===== src/hw/rtl/rotation_period_column_scheduler_core_macros.svh =====
// assertion macros for the rotation period column scheduler
// no dependencies; included by the files that carry assertions
`ifndef ROTATION_PERIOD_COLUMN_SCHEDULER_CORE_MACROS_SVH
`define ROTATION_PERIOD_COLUMN_SCHEDULER_CORE_MACROS_SVH
`ifndef SYNTHESIS
// same-cycle implication
`define RPCS_ASSERT_IMPLIES(lbl, ck, rs, ante, cons, msg) \
  lbl: assert property (@(posedge ck) disable iff (rs) (ante) |-> (cons)) else $error(msg);
// next-cycle implication
`define RPCS_ASSERT_NEXT(lbl, ck, rs, ante, cons, msg) \
  lbl: assert property (@(posedge ck) disable iff (rs) (ante) |=> (cons)) else $error(msg);
`else
`define RPCS_ASSERT_IMPLIES(lbl, ck, rs, ante, cons, msg)
`define RPCS_ASSERT_NEXT(lbl, ck, rs, ante, cons, msg)
`endif
`endif


===== src/hw/rtl/rpcs_pkg.sv =====
// shared types and constants for the rotation period column scheduler
// no dependencies
`timescale 1ns / 1ps

package rpcs_pkg;

  // parameter defaults
  localparam int COLUMN_BITS_DEF = 7;
  localparam int TIMER_BITS_DEF  = 16;

  // fixed field widths
  localparam int PERIOD_CFG_BITS = 16;
  localparam int ACQ_BITS        = 8;
  localparam int OFFSET_BITS     = 7;
  localparam int COUNT_BITS      = 8;
  localparam int CFG_INDEX_BITS  = 3;

  // register reset values
  localparam logic [PERIOD_CFG_BITS-1:0] MIN_PERIOD_RST     = 16'd3250;
  localparam logic [PERIOD_CFG_BITS-1:0] MAX_PERIOD_RST     = 16'd25000;
  localparam logic [PERIOD_CFG_BITS-1:0] LOCK_THRESHOLD_RST = 16'd3250;
  localparam logic [PERIOD_CFG_BITS-1:0] COARSE_STEP_RST    = 16'd100;
  localparam logic [PERIOD_CFG_BITS-1:0] FINE_STEP_RST      = 16'd10;
  localparam logic [ACQ_BITS-1:0]        ACQUIRE_COUNT_RST  = 8'd10;
  localparam logic [OFFSET_BITS-1:0]     COLUMN_OFFSET_RST  = 7'd48;

  // register indexes
  typedef enum logic [CFG_INDEX_BITS-1:0] {
    REG_MIN_PERIOD     = 3'd0,
    REG_MAX_PERIOD     = 3'd1,
    REG_LOCK_THRESHOLD = 3'd2,
    REG_COARSE_STEP    = 3'd3,
    REG_FINE_STEP      = 3'd4,
    REG_ACQUIRE_COUNT  = 3'd5,
    REG_COLUMN_OFFSET  = 3'd6
  } cfg_reg_t;

  // event codes
  localparam logic FUNC_INDEX  = 1'b0;
  localparam logic FUNC_COLUMN = 1'b1;

  // result status codes
  typedef enum logic [1:0] {
    STATUS_COLUMN  = 2'd0,
    STATUS_LOCKED  = 2'd1,
    STATUS_ACQUIRE = 2'd2,
    STATUS_RANGE   = 2'd3
  } status_t;

endpackage


===== src/hw/rtl/rotation_period_column_scheduler_core.sv =====
// rotation period column scheduler, top level
// depends on rpcs_pkg and rotation_period_column_scheduler_core_macros.svh
`timescale 1ns / 1ps
`include "rotation_period_column_scheduler_core_macros.svh"

// Tracks the revolution period of a rotating LED display and schedules column
// compare times. Each input word is an event: an index pulse (func 0) or a
// column compare match (func 1), with the timer value at the event. Every
// event gives exactly one result word: status, the next compare time, a flag
// saying whether that time should be loaded, and the frame column to show.
// The block takes one event per clock cycle sustained while out_stall is low.
// Three registers sit on the path: an input register, a stage that applies the
// period tracking and column state update, and the output register, loaded
// through the single period-times-column multiplier and the add of the index time.
// Results wait in the output register, and bubbles in front of it are absorbed,
// so input is taken while a result is stalled as long as a stage is free. There
// is no clearing pass after reset. Configuration writes are always ready and
// should be issued only while no event is in flight.
module rotation_period_column_scheduler_core #(
  parameter int COLUMN_BITS = rpcs_pkg::COLUMN_BITS_DEF,
  parameter int TIMER_BITS  = rpcs_pkg::TIMER_BITS_DEF
) (
  input  logic                                 clk,
  input  logic                                 rst,
  // event input channel
  input  logic                                 in_valid,
  output logic                                 in_stall,
  input  logic                                 func,
  input  logic [TIMER_BITS-1:0]                now,
  // result channel
  output logic                                 out_valid,
  input  logic                                 out_stall,
  output rpcs_pkg::status_t                    status,
  output logic [TIMER_BITS-1:0]                compare_time,
  output logic                                 compare_valid,
  output logic [COLUMN_BITS-1:0]               column,
  // configuration write channel
  input  logic                                 cfg_valid,
  output logic                                 cfg_ready,
  input  logic [rpcs_pkg::CFG_INDEX_BITS-1:0]  cfg_index,
  input  logic [rpcs_pkg::PERIOD_CFG_BITS-1:0] cfg_data
);

  import rpcs_pkg::*;

  // comparison width: holds a period or config value plus a step without wrap
  localparam int WW = ((TIMER_BITS > PERIOD_CFG_BITS) ? TIMER_BITS : PERIOD_CFG_BITS) + 2;
  // column sum width
  localparam int CW = ((COLUMN_BITS > COUNT_BITS) ? COLUMN_BITS : COUNT_BITS) + 1;
  localparam int PW = TIMER_BITS + COUNT_BITS;
  localparam logic [COUNT_BITS-1:0] COUNT_ONE = COUNT_BITS'(1);

  // configuration registers
  logic [PERIOD_CFG_BITS-1:0] min_period;
  logic [PERIOD_CFG_BITS-1:0] max_period;
  logic [PERIOD_CFG_BITS-1:0] lock_threshold;
  logic [PERIOD_CFG_BITS-1:0] coarse_step;
  logic [PERIOD_CFG_BITS-1:0] fine_step;
  logic [ACQ_BITS-1:0]        acquire_count;
  logic [OFFSET_BITS-1:0]     column_offset;

  // tracking state
  logic [TIMER_BITS-1:0] period;
  logic [TIMER_BITS-1:0] last_index_time;
  logic [COUNT_BITS-1:0] column_count;
  logic [TIMER_BITS-1:0] period_next;
  logic [TIMER_BITS-1:0] last_index_time_next;
  logic [COUNT_BITS-1:0] column_count_next;

  // input register
  logic                  s0_v;
  logic                  s0_func;
  logic [TIMER_BITS-1:0] s0_now;

  // update stage register
  logic                   s1_v;
  status_t                s1_status;
  logic [TIMER_BITS-1:0]  s1_period;
  logic [COUNT_BITS-1:0]  s1_mult;
  logic [TIMER_BITS-1:0]  s1_base;
  logic [COLUMN_BITS-1:0] s1_col;
  status_t                s1_status_next;
  logic [TIMER_BITS-1:0]  s1_period_next;
  logic [COUNT_BITS-1:0]  s1_mult_next;
  logic [TIMER_BITS-1:0]  s1_base_next;
  logic [COLUMN_BITS-1:0] s1_col_next;

  // output register
  logic                   out_v;
  status_t                out_status;
  logic [TIMER_BITS-1:0]  out_time;
  logic                   out_cvalid;
  logic [COLUMN_BITS-1:0] out_col;

  // flow control
  logic out_free;
  logic s1_free;
  logic s1_adv;
  logic s0_free;
  logic s0_adv;
  logic in_take;

  assign out_free = !out_v || !out_stall;
  assign s1_adv   = s1_v && out_free;
  assign s1_free  = !s1_v || out_free;
  assign s0_adv   = s0_v && s1_free;
  assign s0_free  = !s0_v || s1_free;
  assign in_stall = !s0_free;
  assign in_take  = in_valid && s0_free;

  assign cfg_ready = 1'b1;

  // configuration writes
  always_ff @(posedge clk) begin
    if (rst) begin
      min_period     <= MIN_PERIOD_RST;
      max_period     <= MAX_PERIOD_RST;
      lock_threshold <= LOCK_THRESHOLD_RST;
      coarse_step    <= COARSE_STEP_RST;
      fine_step      <= FINE_STEP_RST;
      acquire_count  <= ACQUIRE_COUNT_RST;
      column_offset  <= COLUMN_OFFSET_RST;
    end else if (cfg_valid && cfg_ready) begin
      unique case (cfg_index)
        REG_MIN_PERIOD:     min_period     <= cfg_data;
        REG_MAX_PERIOD:     max_period     <= cfg_data;
        REG_LOCK_THRESHOLD: lock_threshold <= cfg_data;
        REG_COARSE_STEP:    coarse_step    <= cfg_data;
        REG_FINE_STEP:      fine_step      <= cfg_data;
        REG_ACQUIRE_COUNT:  acquire_count  <= cfg_data[ACQ_BITS-1:0];
        REG_COLUMN_OFFSET:  column_offset  <= cfg_data[OFFSET_BITS-1:0];
        default: ;
      endcase
    end
  end

  // input register
  always_ff @(posedge clk) begin
    if (rst) begin
      s0_v <= 1'b0;
    end else if (s0_free) begin
      s0_v <= in_valid;
    end
  end

  always_ff @(posedge clk) begin
    if (in_take) begin
      s0_func <= func;
      s0_now  <= now;
    end
  end

  // period measurement and smoothing
  logic [TIMER_BITS-1:0] meas;
  logic [WW-1:0]         meas_x;
  logic [WW-1:0]         coarse_x;
  logic [WW-1:0]         fine_x;
  logic                  in_window;
  logic                  locked;
  // coarse then fine nudges; each check sees the period left by the one before
  logic [WW-1:0]         p0_x;
  logic [WW-1:0]         p0_up;
  logic [TIMER_BITS-1:0] p1;
  logic [WW-1:0]         p1_x;
  logic [WW-1:0]         p1_dn;
  logic [TIMER_BITS-1:0] p2;
  logic [WW-1:0]         p2_x;
  logic [WW-1:0]         p2_up;
  logic [TIMER_BITS-1:0] p3;
  logic [WW-1:0]         p3_x;
  logic [WW-1:0]         p3_dn;
  logic [TIMER_BITS-1:0] p4;
  logic [TIMER_BITS-1:0] p_inc;
  logic [COUNT_BITS-1:0] cc_inc;
  logic [CW-1:0]         col_sum;

  assign meas      = s0_now - last_index_time;
  assign meas_x    = WW'(meas);
  assign coarse_x  = WW'(coarse_step);
  assign fine_x    = WW'(fine_step);
  assign in_window = (meas_x > WW'(min_period)) && (meas_x < WW'(max_period));
  assign locked    = WW'(period) > WW'(lock_threshold);

  assign p0_x  = WW'(period);
  assign p0_up = p0_x + coarse_x;
  assign p1    = (p0_up < meas_x) ? p0_up[TIMER_BITS-1:0] : period;
  assign p1_x  = WW'(p1);
  assign p1_dn = p1_x - coarse_x;
  assign p2    = (p1_x > meas_x + coarse_x) ? p1_dn[TIMER_BITS-1:0] : p1;
  assign p2_x  = WW'(p2);
  assign p2_up = p2_x + fine_x;
  assign p3    = (p2_up < meas_x) ? p2_up[TIMER_BITS-1:0] : p2;
  assign p3_x  = WW'(p3);
  assign p3_dn = p3_x - fine_x;
  assign p4    = (p3_x > meas_x + fine_x) ? p3_dn[TIMER_BITS-1:0] : p3;

  assign p_inc   = period + TIMER_BITS'(1);
  assign cc_inc  = column_count + COUNT_ONE;
  assign col_sum = CW'(column_offset) + CW'(cc_inc);

  // next state and the operands handed to the schedule stage
  always_comb begin
    period_next          = period;
    last_index_time_next = last_index_time;
    column_count_next    = column_count;
    s1_status_next       = STATUS_COLUMN;
    s1_period_next       = period;
    s1_mult_next         = cc_inc;
    s1_base_next         = last_index_time;
    s1_col_next          = col_sum[COLUMN_BITS-1:0];
    if (s0_func == FUNC_INDEX) begin
      last_index_time_next = s0_now;
      column_count_next    = COUNT_ONE;
      s1_mult_next         = COUNT_ONE;
      s1_base_next         = s0_now;
      s1_col_next          = '0;
      if (!in_window) begin
        s1_status_next = STATUS_RANGE;
      end else if (locked) begin
        period_next    = p4;
        s1_status_next = STATUS_LOCKED;
        s1_period_next = p4;
        s1_col_next    = COLUMN_BITS'(column_offset);
      end else begin
        // acquisition: count valid measurements, then take the measurement
        period_next    = (WW'(p_inc) > WW'(acquire_count)) ? meas : p_inc;
        s1_status_next = STATUS_ACQUIRE;
      end
    end else begin
      column_count_next = cc_inc;
    end
  end

  always_ff @(posedge clk) begin
    if (rst) begin
      period          <= '0;
      last_index_time <= '0;
      column_count    <= '0;
    end else if (s0_adv) begin
      period          <= period_next;
      last_index_time <= last_index_time_next;
      column_count    <= column_count_next;
    end
  end

  always_ff @(posedge clk) begin
    if (rst) begin
      s1_v <= 1'b0;
    end else if (s1_free) begin
      s1_v <= s0_v;
    end
  end

  always_ff @(posedge clk) begin
    if (s0_adv) begin
      s1_status <= s1_status_next;
      s1_period <= s1_period_next;
      s1_mult   <= s1_mult_next;
      s1_base   <= s1_base_next;
      s1_col    <= s1_col_next;
    end
  end

  // schedule: period * column / 2^COLUMN_BITS + index time
  logic [PW-1:0]         prod;
  logic [PW-1:0]         prod_sh;
  logic [TIMER_BITS-1:0] sched;
  logic                  has_time;

  assign prod     = PW'(s1_period) * PW'(s1_mult);
  assign prod_sh  = prod >> COLUMN_BITS;
  assign sched    = prod_sh[TIMER_BITS-1:0] + s1_base;
  assign has_time = (s1_status == STATUS_COLUMN) || (s1_status == STATUS_LOCKED);

  always_ff @(posedge clk) begin
    if (rst) begin
      out_v <= 1'b0;
    end else if (out_free) begin
      out_v <= s1_v;
    end
  end

  always_ff @(posedge clk) begin
    if (s1_adv) begin
      out_status <= s1_status;
      out_time   <= has_time ? sched : '0;
      out_cvalid <= has_time;
      out_col    <= s1_col;
    end
  end

  assign out_valid     = out_v;
  assign status        = out_status;
  assign compare_time  = out_time;
  assign compare_valid = out_cvalid;
  assign column        = out_col;

  `RPCS_ASSERT_IMPLIES(a_cvalid_status, clk, rst, out_valid, compare_valid == ((status == STATUS_COLUMN) || (status == STATUS_LOCKED)), "compare_valid disagrees with status")
  `RPCS_ASSERT_IMPLIES(a_idle_fields, clk, rst, out_valid && !compare_valid, (compare_time == '0) && (column == '0), "fields not cleared on an index without schedule")
  `RPCS_ASSERT_NEXT(a_index_restart, clk, rst, s0_adv && (s0_func == FUNC_INDEX), column_count == COUNT_ONE, "column count not restarted by index")
  `RPCS_ASSERT_NEXT(a_index_time, clk, rst, s0_adv && (s0_func == FUNC_INDEX), last_index_time == $past(s0_now), "index time not captured")

endmodule


===== config.mk =====
export PLATFORM = sky130hd
export DESIGN_NAME = rotation_period_column_scheduler_core
export DESIGN_NICKNAME = d
export VERILOG_FILES = /design/src/hw/rtl/rpcs_pkg.sv /design/src/hw/rtl/rotation_period_column_scheduler_core.sv
export VERILOG_INCLUDE_DIRS = /design/src /design/src/hw/rtl
export SDC_FILE = /design/constraint.sdc
export NUM_CORES = 1
export LEC_CHECK = 0
export CORE_ASPECT_RATIO = 1.1
export CORE_MARGIN = 2
export CORE_UTILIZATION = 50
export CTS_CLUSTER_DIAMETER = 150
export DETAILED_ROUTE_END_ITERATION = 6
export DONT_BUFFER_PORTS = 1
export PLACE_DENSITY = 0.76
export SLEW_MARGIN = 30
export SYNTH_ARGS = -nofsm -noshare
export SYNTH_HDL_FRONTEND = slang
export SYNTH_SLANG_ARGS = --single-unit

===== constraint.sdc =====
create_clock -name clk -period 34.7 [get_ports clk]
set_input_delay 6.94 -clock clk [delete_from_list [all_inputs] [get_ports clk]]
set_output_delay 6.94 -clock clk [all_outputs]
set_load 0.05 [all_outputs]

== Word level (Yosys, flattened, before mapping) ==
Cells that the tools add are included.
Cells by class
  magnitude comparators: 8
  add/subtract/negate cells: 11
  bitwise logic cells: 1
  $mul: 1
  multiplexer cells: 16
  equal/unequal tests: 7
  reduce and logical (&&, ||, !) cells: 23
Operators by type and width (number)
  16-bit two-way mux: 10
  16-bit by 16-bit adder with 17-bit output: 4
  16-bit subtractor: 3
  16-bit by 17-bit greater-than comparator with 1-bit output: 2
  17-bit by 16-bit less-than comparator with 1-bit output: 2
  16-bit greater-than comparator: 2
  16-bit by 8-bit multiplier with 23-bit output: 1
  7-bit two-way mux: 3
  16-bit by 1-bit adder with 16-bit output (second input constant): 1
  16-bit adder: 1
  16-bit by 8-bit greater-than comparator with 1-bit output: 1
  16-bit less-than comparator: 1
  2-bit AND reduction: 7
  3-bit == test (second input constant): 3
  8-bit by 1-bit adder with 8-bit output (second input constant): 1
  8-bit two-way mux: 1
  7-bit adder: 1
  3-bit by 2-bit == test with 1-bit output (second input constant): 2
  1-bit logical NOT: 5
  1-bit logical AND: 4
  1-bit logical OR: 4
  2-bit two-way mux: 2
  3-bit by 1-bit == test with 1-bit output (second input constant): 1
  3-bit logical NOT: 1
  other kinds (4): 4
Word-level totals
  input bits: 41
  word-level logic and storage cells: 91
  output and inout bits: 29
  flip-flop bits (word level): 230

== Logic depth before layout (Yosys ltp) ==
  word-level depth: 13
  depth in mapped cells: 67
  depth with buffers taken out: 65

== Least setup slack after synthesis ==
Ideal clock, no wire load.
  kind: in2out
  start point: in out_stall
  end point: out in_stall
  path buffers: 0
  data required time: 27.760 ns
  arrival: 7.565 ns
  stages on the path: 2
  slack: 20.195 ns
  cell sequence: and3_1 > and2_1
On the way
  longest elaborated chain between the ends: 5
Ends and longest elaborated chain
  start, declared: line rotation_period_column_scheduler_core.sv:32  | input logic out_stall,
  1-bit logical NOT: line rotation_period_column_scheduler_core.sv:103  | assign out_free = !out_v || !out_stall;
  1-bit logical OR: line rotation_period_column_scheduler_core.sv:103
  1-bit logical OR: line rotation_period_column_scheduler_core.sv:105  | assign s1_free = !s1_v || out_free;
  1-bit logical OR: line rotation_period_column_scheduler_core.sv:107  | assign s0_free = !s0_v || s1_free;
  1-bit logical NOT: line rotation_period_column_scheduler_core.sv:108  | assign in_stall = !s0_free;
  end, declared: line rotation_period_column_scheduler_core.sv:27  | output logic in_stall,
Every way passes these cells.

== Worst setup path after layout ==
  start point: reg s0_now[0]
  end point: reg s1_period[14] (data pin)
On the way
  longest elaborated chain between the ends: 13
  elaborated cells on any way between the ends: 20
  those cells by class: 6 x add/sub; 6 x order compare; 7 x mux; 1 x reduce/logical
Ends and longest elaborated chain
  start, declared: line rotation_period_column_scheduler_core.sv:73  | logic [TIMER_BITS-1:0] s0_now;
  start signal, assigned: line rotation_period_column_scheduler_core.sv:149  | s0_now <= now;
  16-bit subtractor *: line rotation_period_column_scheduler_core.sv:177  | assign meas = s0_now - last_index_time;
  17-bit by 16-bit less-than comparator with 1-bit output: line rotation_period_column_scheduler_core.sv:186  | assign p1 = (p0_up < meas_x) ? p0_up[TIMER_BITS-1:0] : period;
  16-bit two-way mux: line rotation_period_column_scheduler_core.sv:186
  16-bit subtractor or 16-bit by 17-bit greater-than comparator with 1-bit output (tied branches): line rotation_period_column_scheduler_core.sv:188, rotation_period_column_scheduler_core.sv:189
  16-bit two-way mux: line rotation_period_column_scheduler_core.sv:189  | assign p2 = (p1_x > meas_x + coarse_x) ? p1_dn[TIMER_BITS-1:0] : p1;
  16-bit by 16-bit adder with 17-bit output: line rotation_period_column_scheduler_core.sv:191  | assign p2_up = p2_x + fine_x;
  17-bit by 16-bit less-than comparator with 1-bit output: line rotation_period_column_scheduler_core.sv:192  | assign p3 = (p2_up < meas_x) ? p2_up[TIMER_BITS-1:0] : p2;
  16-bit two-way mux: line rotation_period_column_scheduler_core.sv:192
  16-bit subtractor or 16-bit by 17-bit greater-than comparator with 1-bit output (tied branches): line rotation_period_column_scheduler_core.sv:194, rotation_period_column_scheduler_core.sv:195
  16-bit two-way mux: line rotation_period_column_scheduler_core.sv:195  | assign p4 = (p3_x > meas_x + fine_x) ? p3_dn[TIMER_BITS-1:0] : p3;
  16-bit two-way mux: line rotation_period_column_scheduler_core.sv:219  | end else if (locked) begin
  16-bit two-way mux *: line rotation_period_column_scheduler_core.sv:217  | if (!in_window) begin
  16-bit two-way mux *: line rotation_period_column_scheduler_core.sv:211  | if (s0_func == FUNC_INDEX) begin
  named net s1_period_next[14]: line rotation_period_column_scheduler_core.sv:83  | logic [TIMER_BITS-1:0] s1_period_next;
  end signal, assigned: line rotation_period_column_scheduler_core.sv:257  | s1_period <= s1_period_next;
  end, declared: line rotation_period_column_scheduler_core.sv:78  | logic [TIMER_BITS-1:0] s1_period;
The timed path passes the listed nets; every way through them passes the cells marked *.
A chain may end at the register's enable or synchronous reset.

==> run summary <==
Status: finished, final reports clean
RSZ-0062 raised after global routing: false
Clock latency at the later pin of the worst-skew pair: 0.57 ns
Max Fclk: 67.6 MHz
Core region area: 42400 sq um
Type of element launching the critical path: flip-flop
Total of max-cap violations: 0
Reg2Reg Setup Slack: 19.91 ns
Nets in the synthesized netlist: 2955
Overall power of the completed layout: 1260 uW
Synth Area in Simple Gates: 17.7%
Filler cells: 3764
Global-route wire length before repair: 98300 um
Diode insertion count for antenna repair: 0
Share of synthesized cell area in full adder, half adder and majority cells: 24.8%
Grt ovf: 0
Flop and latch count out of synthesis: 230
Final setup skew: 0.0219 ns
Fin area: 23100 sq um
DIE HEIGHT: 222 um
Critical-path top delay cell: sky130_fd_sc_hd__a221oi_2
Maximum vdd drop: 0.0000428 V
Share of synthesized flip-flops with an asynchronous set or reset: 0%
DRC errors left: 0
Arrival time of data at the critical path endpoint: 15.08 ns
Leakage power: 0.0101 uW
Sum of net half-perimeters after detailed placement: 48700 um
# hold bufs at CTS: 0
CTS tree: done
Critical path type: reg2reg
Synth Area in Compound Gates: 17.6%
Least-Margin Pin Slew: 0.874 ns
Gate Count Post-Synth: 2543
Die Footprint: 44800 sq um
Top cell by count, worst path: sky130_fd_sc_hd__o21ai_0
Final standard cell count with taps included and fillers excluded: 3114
Post-route ant nets: 0
Width of the chip: 202 um
Main combinational cell family by area after synthesis: adder cells
Initial antenna violation count: 0
Final number of setup-violating endpoints: 0
Number of gates resized after cts: 0
Hold Path Cell Cnt: 0
Routed Wire Length: 62600 um
Port Buf Inserts: 0
Number of cell rows: 79
Post-route setup TNS: 0 ns
# IOs: 70
Count of flip-flops with a built-in enable after synthesis: 92
Post-placement cell area: 22200 sq um
Clock Tree Root: sky130_fd_sc_hd__clkbuf_16
Detailed router's first-iteration violation count: 1376
Critical Path Max Stage Delay: 0.63 ns
Number of global-route vias before repair: 18538
Starting density of the core: 50.8%
Kind of capture point of the worst setup path: flip-flop
Share of synthesized area spent on multiplexers: 3.25%
Area growth from synthesis to layout: 7.39%
Count of pins over their slew limit: 0
Weighted congestion at the end of routability-driven global placement: 1.03
Fraction of final layout cells sized beyond drive strength 1: 6.44%
Required time of the critical path: 34.99 ns
Sinks on the clock net: 230
Detail-routed net length per standard cell: 20.1 um
Mean cell area of the mapped netlist: 8.47 sq um
Worst slew margin relative to its limit: 41.4%
Power density of the placed cells: 54.4 nW/um^2
Reg2reg path depth: 62
Largest net degree at the start of global routing: 110
Number of H-tree levels: 1
Final worst path period share: 42.6%
Drt via density: 5.96
Library cells used by synthesis: 95
Number of optimization iterations in the first detailed-route pass: 5
Most frequently used flop master after synthesis: sky130_fd_sc_hd__dfxtp_1
Count of endpoints failing hold in the final timing report: 0
Overall Global Routing Usage: 27.6%
Post-layout min period: 14.79 ns
Core occupancy in the finished layout: 54.6%
Critical path peak fanout: 14
Sequential area share after synthesis: 25.6%
Xor-xnor portion of the synthesized cell area: 5.08%
Layout net count: 2938
Number of buffers on the longest clock path: 3
Netlist Area Pre-Place: 21500 sq um
Number of warnings reported in the yosys synthesis log: 0
Type of the most critical hold path: reg2reg
Number of buffers created by CTS: 28
Number of cells in the design after placement: 3063
Clk pin slew, worst setup/hold paths: 0.06 ns
Setup repair bufs after CTS: 0
Via count: 18566
## through the flow
stage	hold slack, ns	setup slack (ns)
detailed placement	0.410	20.10
finish	0.422	19.91
global route	0.429	18.81
CTS	0.423	20.10
floorplan	0.400	20.20
global placement	0.400	20.17
## critical path: cells and delay by family, from the launching register on
family,cells,cell delay (ns)
muxes,2,0.77
adders and majority gates,7,2.18
xor gates and xnor gates,2,0.61
buffers and inverters,5,1.10
DFF,1,0.35
AOI/OAI and AO/OA,34,7.26
and+or+nand+nor,12,2.23
## Yosys cell counts (5+ instances only)
| cell type | instances | share of area [%] |
|---|---|---|
| sky130_fd_sc_hd__mux2_2 | 39 | 2.0 |
| sky130_fd_sc_hd__nand3_1 | 51 | 1.2 |
| sky130_fd_sc_hd__a21oi_1 | 230 | 5.3 |
| sky130_fd_sc_hd__o31ai_1 | 7 | 0.24 |
| sky130_fd_sc_hd__or3_1 | 8 | 0.23 |
| sky130_fd_sc_hd__o21bai_1 | 24 | 0.84 |
| sky130_fd_sc_hd__o211ai_1 | 36 | 1.3 |
| sky130_fd_sc_hd__dfxtp_1 | 138 | 13 |
| sky130_fd_sc_hd__and2_1 | 71 | 2.1 |
| sky130_fd_sc_hd__nand2_1 | 382 | 6.7 |
| sky130_fd_sc_hd__edfxtp_1 | 92 | 13 |
| sky130_fd_sc_hd__ha_1 | 280 | 16 |
| sky130_fd_sc_hd__and4_1 | 7 | 0.28 |
| sky130_fd_sc_hd__a211o_1 | 6 | 0.24 |
| sky130_fd_sc_hd__nor2b_1 | 34 | 0.99 |
| sky130_fd_sc_hd__buf_1 | 9 | 0.16 |
| sky130_fd_sc_hd__inv_1 | 257 | 4.5 |
| sky130_fd_sc_hd__o31a_1 | 5 | 0.20 |
| sky130_fd_sc_hd__nand2b_1 | 21 | 0.61 |
| sky130_fd_sc_hd__a21o_1 | 46 | 1.6 |
| sky130_fd_sc_hd__nand4_1 | 22 | 0.64 |
| sky130_fd_sc_hd__o21a_1 | 42 | 1.5 |
| sky130_fd_sc_hd__fa_1 | 91 | 8.5 |
| sky130_fd_sc_hd__or2_2 | 8 | 0.23 |
| sky130_fd_sc_hd__a31oi_1 | 7 | 0.20 |
| sky130_fd_sc_hd__clkbuf_1 | 58 | 1.0 |
| sky130_fd_sc_hd__xor2_1 | 46 | 1.9 |
| sky130_fd_sc_hd__nor2_1 | 135 | 2.4 |
| sky130_fd_sc_hd__o21ai_0 | 79 | 1.8 |
| sky130_fd_sc_hd__o21ai_1 | 22 | 0.51 |
| sky130_fd_sc_hd__o2111ai_1 | 6 | 0.24 |
| sky130_fd_sc_hd__a211oi_1 | 12 | 0.42 |
| sky130_fd_sc_hd__and3_1 | 11 | 0.32 |
| sky130_fd_sc_hd__a21boi_0 | 12 | 0.42 |
| sky130_fd_sc_hd__nor3_1 | 46 | 1.1 |
| sky130_fd_sc_hd__a31o_2 | 5 | 0.20 |
| sky130_fd_sc_hd__o22ai_1 | 12 | 0.35 |
| sky130_fd_sc_hd__mux2i_1 | 23 | 1.1 |
| sky130_fd_sc_hd__xnor2_1 | 79 | 3.2 |
## routing by layer
metal	share of wire [%]	wire length, um	global-route usage [%]	vias to the layer above
li1	-	-	-	8785
met1	41	25400	34.2	8913
met2	47	29600	46.9	693
met3	6.9	4350	4.19	175
met4	5.3	3300	13.2	0
met5	0	0	0	-
## cell usage in the layout, fill, tap and decap left out, types with 8 or more instances in the layout
cell type	instances
sky130_fd_sc_hd__xor2_1	46
sky130_fd_sc_hd__nand2b_1	21
sky130_fd_sc_hd__or3_1	8
sky130_fd_sc_hd__edfxtp_1	92
sky130_fd_sc_hd__nand2_1	381
sky130_fd_sc_hd__or2_2	8
sky130_fd_sc_hd__a211oi_1	12
sky130_fd_sc_hd__o21bai_1	24
sky130_fd_sc_hd__mux2_2	39
sky130_fd_sc_hd__o211ai_1	36
sky130_fd_sc_hd__and3_1	11
sky130_fd_sc_hd__and2_1	71
sky130_fd_sc_hd__inv_1	257
sky130_fd_sc_hd__fa_1	91
sky130_fd_sc_hd__a21oi_1	230
sky130_fd_sc_hd__nand4_1	22
sky130_fd_sc_hd__clkbuf_16	30
sky130_fd_sc_hd__o22ai_1	12
sky130_fd_sc_hd__buf_4	24
sky130_fd_sc_hd__clkinv_2	8
sky130_fd_sc_hd__dfxtp_1	138
sky130_fd_sc_hd__mux2i_1	23
sky130_fd_sc_hd__ha_1	280
sky130_fd_sc_hd__xnor2_1	79
sky130_fd_sc_hd__nor3_1	43
sky130_fd_sc_hd__nand3_1	51
sky130_fd_sc_hd__nor2b_1	33
sky130_fd_sc_hd__a21boi_0	11
sky130_fd_sc_hd__o21ai_1	22
sky130_fd_sc_hd__o21ai_0	79
sky130_fd_sc_hd__o21a_1	42
sky130_fd_sc_hd__a21o_1	46
sky130_fd_sc_hd__nor2_1	135
## cell type report
| cell class | count | area, sq um | share of cell area (%) |
|---|---|---|---|
| tap | 567 | 709 | 3.07 |
| sequential | 230 | 5530 | 23.9 |
| clock inverter | 13 | 104 | 0.449 |
| clock buffer | 38 | 841 | 3.63 |
| timing repair buffer | 25 | 191 | 0.828 |
| inverter | 259 | 972 | 4.20 |
| multi-input combinational | 1982 | 14800 | 63.9 |
## cells by family (layout without fill, tap and decap cells)
group,count (synthesis),in the layout
simple gates,821,821
xor+xnor,125,125
buf+inv,331,335
flops,230,230
compound gates,598,598
mux,64,64
fa+ha+maj,373,373
other cells,1,1
## sequential cells by signal, summed over array words and instances, names as in the netlist, 2 cells and up
| signal | flops |
|---|---|
| s1_base | 16 |
| s0_now | 16 |
| min_period | 16 |
| column_count | 8 |
| s1_col | 7 |
| compare_time | 16 |
| s1_mult | 8 |
| column | 7 |
| coarse_step | 16 |
| acquire_count | 8 |
| lock_threshold | 16 |
| status | 2 |
| last_index_time | 16 |
| column_offset | 7 |
| fine_step | 16 |
| s1_period | 16 |
| period | 16 |
| max_period | 16 |
| s1_status | 2 |
## final timing paths
path | endpoint | from
setup / recovery | s1_period[14] | s0_now[0]
hold / removal | column[0] | s1_col[0]
setup reg to reg | s1_period[14] | s0_now[0]
hold reg to reg | column[0] | s1_col[0]
## where the power goes
part           internal (uW)  switching [uW]
Sequential               304            27.7
Combinational            264             365
Clock                    177             122
No activity file was read; power rests on OpenSTA's default activity.
